**src/rtl/smaa_edge_detect_macros.svh**
```systemverilog
// ----------------------------------------------------------------------------
// smaa_edge_detect_macros.svh
// assertion macros used by the edge detection rtl
// ----------------------------------------------------------------------------
`ifndef SMAA_EDGE_DETECT_MACROS_SVH
`define SMAA_EDGE_DETECT_MACROS_SVH

`ifndef NO_ASSERTIONS
// same-cycle implication
`define SMAA_ASSERT_NOW(lbl, ante, cons, msg) \
   lbl: assert property (@(posedge clock) disable iff (reset) (ante) |-> (cons)) \
      else $error(msg);
// next-cycle implication
`define SMAA_ASSERT_NEXT(lbl, ante, cons, msg) \
   lbl: assert property (@(posedge clock) disable iff (reset) (ante) |=> (cons)) \
      else $error(msg);
`else
`define SMAA_ASSERT_NOW(lbl, ante, cons, msg)
`define SMAA_ASSERT_NEXT(lbl, ante, cons, msg)
`endif

`endif

```
**src/rtl/smaa_ed_pkg.sv**
```systemverilog
// ----------------------------------------------------------------------------
// smaa_ed_pkg
// shared types and constants of the edge detection block
// ----------------------------------------------------------------------------
`default_nettype none

package smaa_ed_pkg;

   // luma weights, q0.12
   localparam int LUMA_R = 871;
   localparam int LUMA_G = 2929;
   localparam int LUMA_B = 296;
   localparam int LUMA_RND = 2048;

   localparam int LIM_W = 45;
   localparam int CSR_INDEX_W = 4;
   localparam int CSR_DATA_W = 16;
   localparam int FIFO_DEPTH = 4;

   // detect modes
   localparam logic [2:0] MODE_LUMA = 3'd0;
   localparam logic [2:0] MODE_COLOR = 3'd1;
   localparam logic [2:0] MODE_DEPTH = 3'd2;
   localparam logic [2:0] MODE_LUMA_PRED = 3'd3;
   localparam logic [2:0] MODE_COLOR_PRED = 3'd4;

   // request actions
   localparam logic ACT_PIXEL = 1'b0;
   localparam logic ACT_FLUSH = 1'b1;

   typedef enum logic [CSR_INDEX_W-1:0] {
      REG_DETECT_MODE = 4'd0,
      REG_FRAME_WIDTH = 4'd1,
      REG_EDGE_THRESHOLD = 4'd2,
      REG_ADAPT_FACTOR = 4'd3,
      REG_PRED_THRESHOLD = 4'd4,
      REG_PRED_STRENGTH = 4'd5,
      REG_PRED_SCALE = 4'd6,
      REG_DEPTH_THRESHOLD = 4'd7
   } reg_index_type;

   // decoded settings for the edge evaluator
   typedef struct packed {
      logic depth;
      logic colour;
      logic pred;
      logic [15:0] pred_thr;
      logic [15:0] depth_thr;
      logic [15:0] adapt;
      logic [LIM_W-1:0] lim_full;
      logic [LIM_W-1:0] lim_red;
   } smaa_cfg_type;

   typedef struct packed {
      logic [10:0] pixel_x;
      logic [11:0] pixel_y;
      logic edge_west;
      logic edge_north;
      logic last;
   } smaa_res_type;

endpackage

`default_nettype wire

```
**src/rtl/smaa_ed_eval.sv**
```systemverilog
// ----------------------------------------------------------------------------
// smaa_ed_eval
// west and north edge decision for one window position
// ----------------------------------------------------------------------------
`default_nettype none

module smaa_ed_eval
   import smaa_ed_pkg::*;
#(
   parameter int CHANNEL_BITS = 16,
   localparam int PIX_W = 5 * CHANNEL_BITS
) (
   input  smaa_cfg_type     cfg,
   input  logic [PIX_W-1:0] pix_ll,
   input  logic [PIX_W-1:0] pix_l,
   input  logic [PIX_W-1:0] pix_h,
   input  logic [PIX_W-1:0] pix_r,
   input  logic [PIX_W-1:0] pix_t2,
   input  logic [PIX_W-1:0] pix_t1,
   input  logic [PIX_W-1:0] pix_bt,
   output logic             edge_west,
   output logic             edge_north
);

   localparam int CB = CHANNEL_BITS;
   localparam int CMP_W = (CB + 24 > LIM_W) ? CB + 24 : LIM_W;
   localparam int AD_W = CB + 16;
   localparam int AW = (CB > 16) ? CB : 16;

   function automatic logic [CB-1:0] absd(input logic [CB-1:0] a, input logic [CB-1:0] b);
      return (a > b) ? a - b : b - a;
   endfunction

   // luma or largest channel difference
   function automatic logic [CB-1:0] dlt(input logic [PIX_W-1:0] a,
                                        input logic [PIX_W-1:0] b, input logic colour);
      logic [CB-1:0] dr;
      logic [CB-1:0] dg;
      logic [CB-1:0] db;
      logic [CB-1:0] m;
      dr = absd(a[0 +: CB], b[0 +: CB]);
      dg = absd(a[CB +: CB], b[CB +: CB]);
      db = absd(a[2*CB +: CB], b[2*CB +: CB]);
      m = (dr > dg) ? dr : dg;
      m = (m > db) ? m : db;
      return colour ? m : absd(a[4*CB +: CB], b[4*CB +: CB]);
   endfunction

   logic [CB-1:0] d_l, d_t, d_r, d_b, d_ll, d_tt, fin;
   logic [AW-1:0] aux_l, aux_t;
   logic [LIM_W-1:0] lim_w, lim_n;
   logic [CMP_W-1:0] sh_l, sh_t;
   logic [AD_W-1:0] fin_sh, prod_l, prod_t;
   logic thr_w, thr_n;

   always_comb begin
      d_l = dlt(pix_h, pix_l, cfg.colour);
      d_t = dlt(pix_h, pix_t1, cfg.colour);
      d_r = dlt(pix_h, pix_r, cfg.colour);
      d_b = dlt(pix_h, pix_bt, cfg.colour);
      d_ll = dlt(pix_l, pix_ll, cfg.colour);
      d_tt = dlt(pix_t1, pix_t2, cfg.colour);
      fin = (d_l > d_t) ? d_l : d_t;
      fin = (fin > d_r) ? fin : d_r;
      fin = (fin > d_b) ? fin : d_b;
      fin = (fin > d_ll) ? fin : d_ll;
      fin = (fin > d_tt) ? fin : d_tt;

      aux_l = AW'(absd(pix_h[3*CB +: CB], pix_l[3*CB +: CB]));
      aux_t = AW'(absd(pix_h[3*CB +: CB], pix_t1[3*CB +: CB]));

      // predication lowers the threshold where aux changes
      lim_w = (cfg.pred && (aux_l >= AW'(cfg.pred_thr))) ? cfg.lim_red : cfg.lim_full;
      lim_n = (cfg.pred && (aux_t >= AW'(cfg.pred_thr))) ? cfg.lim_red : cfg.lim_full;
      sh_l = CMP_W'({d_l, 24'd0});
      sh_t = CMP_W'({d_t, 24'd0});
      thr_w = sh_l >= CMP_W'(lim_w);
      thr_n = sh_t >= CMP_W'(lim_n);

      // local contrast adaptation
      fin_sh = AD_W'({fin, 12'd0});
      prod_l = AD_W'(cfg.adapt) * AD_W'(d_l);
      prod_t = AD_W'(cfg.adapt) * AD_W'(d_t);

      if (cfg.depth) begin
         edge_west = aux_l >= AW'(cfg.depth_thr);
         edge_north = aux_t >= AW'(cfg.depth_thr);
      end else begin
         edge_west = thr_w && !(fin_sh > prod_l);
         edge_north = thr_n && !(fin_sh > prod_t);
      end
   end

endmodule

`default_nettype wire

```
**config.mk**
```make
export PLATFORM = sky130hd
export DESIGN_NAME = smaa_ed_eval
export DESIGN_NICKNAME = d
export VERILOG_FILES = /design/src/rtl/smaa_edge_detect_macros.svh /design/src/rtl/smaa_ed_pkg.sv /design/src/rtl/smaa_ed_eval.sv
export SDC_FILE = /design/constraint.sdc
export NUM_CORES = 2
export LEC_CHECK = 0
export CORE_MARGIN = 4
export CORE_UTILIZATION = 60
export DETAILED_ROUTE_END_ITERATION = 6
export DONT_BUFFER_PORTS = 1
export PLACE_DENSITY = 0.75
export SLEW_MARGIN = 20
export SYNTH_ARGS = -nofsm -noshare
export SYNTH_HDL_FRONTEND = slang
export SYNTH_SLANG_ARGS = --single-unit
```
**constraint.sdc**
```tcl
create_clock -name vclk -period 27.7
set_input_delay 0 -clock vclk [all_inputs]
set_output_delay 0 -clock vclk [all_outputs]
set_load 0.03 [all_outputs]
```
Word-level counts from Yosys, hierarchy flattened
Index checks and enable logic that the tools add are counted.
- eq/ne operators: 0
- magnitude comparators: 51
- muxes and demuxes: 53
- shift-type cells: 0
- bitwise operators: 0
- multipliers: 2
- reduce and logical (&&, ||, !) cells: 6
- add/sub/neg operators: 52
- div/mod/pow operators: 0
- operators with widths (kind ; count):
    $sub A16 B16 Y16 ; 52
    $mux W16 ; 49
    $gt A16 B16 Y1 ; 43
    $ge A40 B45 Y1 ; 2
    $mux W45 ; 2
    $ge A16 B16 Y1 ; 4
    $gt A28 B32 Y1 ; 2
    $mul A16 B16 Y32 ; 2
    $logic_and A1 B1 Y1 ; 4
    $logic_not A1 Y1 ; 2
    $mux W1 ; 2
- bits in registers: 0
- memories: 0
- latch bits: 0
- memory bits (read-only): 0
- input bits: 701
- bits in writable memories: 0

Logic depth before layout (Yosys ltp)
- depth after elaboration: 21
- mapped depth: 106
- mapped depth without buffers: 96

Worst setup path before layout
Ideal clock, no wire load.
- path kind: input to output
- start point: in pix_h[27]
- end point: out edge_west
- data arrival time: 20285 ps
- stages: 96
- path buffers: 13
- required time: 27700 ps
- path slack: 7415 ps
- cells stage by stage: inv_1 ha_1 clkbuf_1 nand2_1 o21a_1 and2_1 a21oi_1 clkbuf_1 buf_1 mux2_2 a21oi_1 o21ai_0 xnor2_1 ha_1 nand4_1 nor4_1 a21bo_2 o211ai_1 (+60 left out) o21ai_0 a22o_1 clkbuf_1 clkinv_1 nand2_1 inv_1 a221oi_1 ha_1 nor3b_1 o311ai_0 nor4_1 o2111ai_1 nor3_1 o31ai_1 o21ai_0 maj3_1 nor4_1 nor3_1
- cells in the longest elaborated chain, start to end: 21
- ends and longest elaborated chain (item ; line ; text):
    from (decl) ; smaa_ed_eval.sv:16 ; input logic [PIX_W-1:0] pix_h,
    $sub A16 B16 Y16 or $gt A16 B16 Y1 (tied branches) ; smaa_ed_eval.sv:31 ; return (a > b) ? a - b : b - a;
    $mux W16 ; smaa_ed_eval.sv:31 ;
    $gt A16 B16 Y1 ; smaa_ed_eval.sv:44 ; m = (dr > dg) ? dr : dg;
    $mux W16 ; smaa_ed_eval.sv:44 ;
    $gt A16 B16 Y1 ; smaa_ed_eval.sv:45 ; m = (m > db) ? m : db;
    $mux W16 ; smaa_ed_eval.sv:45 ;
    $mux W16 ; smaa_ed_eval.sv:46 ; return colour ? m : absd(a[4*CB +: CB], b[4*CB +: CB]);
    $gt A16 B16 Y1 ; smaa_ed_eval.sv:63 ; fin = (d_l > d_t) ? d_l : d_t;
    (+5 left out) ; n/a ;
    $gt A16 B16 Y1 ; smaa_ed_eval.sv:66 ; fin = (fin > d_ll) ? fin : d_ll;
    $mux W16 ; smaa_ed_eval.sv:66 ;
    $gt A16 B16 Y1 ; smaa_ed_eval.sv:67 ; fin = (fin > d_tt) ? fin : d_tt;
    $mux W16 ; smaa_ed_eval.sv:67 ;
    $gt A28 B32 Y1 ; smaa_ed_eval.sv:89 ; edge_west = thr_w && !(fin_sh > prod_l);
    $logic_not A1 Y1 ; smaa_ed_eval.sv:89 ;
    $logic_and A1 B1 Y1 * ; smaa_ed_eval.sv:89 ;
    $mux W1 * ; smaa_ed_eval.sv:85 ; if (cfg.depth) begin
    to (decl) ; smaa_ed_eval.sv:21 ; output logic edge_west,
Every way passes the cells marked *; elsewhere a longest branch is shown, timed or not.

Worst setup path in the final report
- start point: in pix_h[0]
- end point: out edge_west
The elaborated chain is that of the path after synthesis.

==> impl_metrics.py <==
metrics = {
    "run_status": {
        "status": "complete, no violations",
    },
    "critical_path": {
        "crit_fanout": 23,
        "worst_ep_required_time_ps": 27700,
        "slowest_delay_ps": 890,
        "crit_arrival_ps": 24790,
        "crit_path_end_kind": "primary output",
        "start_kind": "primary input",
        "crit_top_cell": "ha_1",
        "startpoint": "pix_h[0]",
        "path_class": "in2out",
        "slowest_stage": "nor2_2",
    },
    "route": {
        "drcViolationCount": 0,
        "drt-pass1-iter-count": 7,
        "num_vias": 69300,
        "avgViaCountPerCell": 6.62,
        "drt_iter0_markers": 7427,
        "wl_um": 271000,
        "wire_per_inst_um": 25.9,
        "ant_nets": 0,
    },
    "final_layout": {
        "final_common_cell": "ha_1",
        "final_nets": 11500,
        "n_clock_buffer": 0,
        "layout-drive-gt1-share": 0.0258,
        "most-common-layout-cells": "ha_1, inv_1, a21oi_1",
        "area_growth_pct": 1.46,
        "seq_area_um2": 0,
        "design.seq.count": 0,
    },
    "sta": {
        "slew_viol_final": 0,
        "fin_crit_sh": 0.895,
        "relSlewSlack": 0.170,
        "hold_viol_final": 0,
        "rsz0062_at_grt": "false",
        "finalSetupViolCount": 0,
        "final.min_clock_period_ps": 24790,
        "tns_ps": 0,
        "maxClockFrequency_mhz": 40.3,
        "tightestPinTransition_ps": 1240,
    },
    "floorplanning": {
        "die_h_um": 346,
        "num_rows": 123,
        "core_area_um2": 113000,
        "die_w_um": 346,
        "io_pins": 703,
        "dieArea_um2": 120000,
        "initial_core_util": 0.608,
    },
    "logic_synthesis": {
        "synth_cells": 9284,
        "synth_cell_types": 92,
        "synth_fp_nets": 11800,
        "ys_warn_count": 0,
        "avgSynthCellArea_um2": 7.40,
        "synth-seq-area-share": 0,
        "syn_area_um2": 68700,
    },
    "place": {
        "portBuffers": 0,
        "gp_congestion": 1.07,
        "dp_hpwl_um": 233000,
    },
    "global_route": {
        "grt_pass1_vias": 66400,
        "track_usage": 0.426,
        "use_met2": 0.676,
        "grt_pass1_wl_um": 400000,
        "met3_usage": 0.0925,
        "grt_antenna_before_repair": 27,
        "grt-busiest-layer": "met2",
        "grt_util_met1": 0.529,
        "overflow": 0,
        "grt_max_degree": 147,
    },
    "worst_hold_path": {
        "hold_end": "edge_west",
        "hp-class": "in2out",
        "hold_depth": 3,
        "hp-start": "cfg[140]",
    },
    "clocking": {
        "cts_resized": 0,
        "postCtsSetupBuffers": 0,
        "postCtsHoldBufs": 0,
    },
    "job": {
        "maxCapViolCount": 0,
    },
}
==> through the flow <==
stage | instances | instance area [um^2] | util | hold slack (ps) | setup WS (ps)
6_report | 10500 | 69700 | 0.616 | 552 | 2910
3_5_place_dp | 10400 | 69600 | 0.615 | 512 | 3360
2_1_floorplan | 9284 | 68700 | - | 315 | 7410
3_3_place_gp | 10400 | 69600 | 0.615 | 503 | 3560
4_1_cts | 10400 | 69600 | 0.615 | 512 | 3300
5_1_grt | 10500 | 69700 | 0.616 | 529 | 1820
==> synthesized netlist by cell type, types with 26 or more instances <==
cell type | n | area [um^2]
a211o_1 | 33 | 289
a211oi_1 | 99 | 743
a21boi_0 | 33 | 248
a21o_1 | 435 | 3270
a21oi_1 | 797 | 3990
a221oi_1 | 57 | 499
a31oi_1 | 88 | 551
and2_1 | 176 | 1100
and3_1 | 70 | 438
and4_1 | 29 | 254
clkbuf_1 | 360 | 1350
fa_1 | 440 | 8810
ha_1 | 1412 | 17700
inv_1 | 1315 | 4940
mux2_2 | 87 | 980
mux2i_1 | 304 | 3040
nand2_1 | 791 | 2970
nand2b_1 | 68 | 425
nand3_1 | 155 | 776
nand4_1 | 145 | 907
nor2_1 | 442 | 1660
nor2b_1 | 154 | 963
nor3_1 | 109 | 546
nor4_1 | 48 | 300
o211ai_1 | 90 | 676
o21a_1 | 116 | 871
o21ai_0 | 410 | 2050
o21bai_1 | 88 | 661
o22ai_1 | 31 | 194
o31ai_1 | 39 | 293
or2_2 | 26 | 163
or3_1 | 38 | 238
xnor2_1 | 231 | 2020
xor2_1 | 156 | 1370
==> worst max-delay path, delay by kind of cell <==
family,cells,cell delay (ps)
and+or+nand+nor,29,8780
buffers and inverters,8,1450
AOI/OAI and AO/OA,39,10570
xor gates and xnor gates,1,260
adders and majority gates,11,3430
muxes,1,200
==> area by class of cell <==
class	count	area [um^2]
multi-input cells	7571	62500
repair buffers	50	375
fillers	10500	43400
well taps	1500	1880
inverters	1317	4940
diodes	33	82.6
==> cell families (layout without fill, tap and decap cells) <==
logic type,Yosys count,in the layout,share of synthesized area
AOI/OAI and AO/OA,2630,2630,0.250
adders and majority gates,1854,1854,0.385
other,0,33,0
muxes,392,392,0.0587
and+or+nand+nor,2308,2308,0.163
buffers and inverters,1713,1367,0.0939
xor gates and xnor gates,387,387,0.0493
==> worst max-delay path by stage <==
stage	slack (ps)	to
floorplan	7410	edge_west
global placement	3560	edge_west
detailed placement	3360	edge_west
CTS	3300	edge_west
global route	1820	edge_west
finish	2910	edge_west
==> routing by layer <==
| metal | share of wire | routed length, um | vias up |
|---|---|---|---|
| met2 | 0.43 | 117000 | 3786 |
| met3 | 0.11 | 29100 | 795 |
| met5 | 0.00021 | 56 | - |
| met4 | 0.076 | 20600 | 8 |
| met1 | 0.38 | 104000 | 33000 |
| li1 | - | - | 31700 |
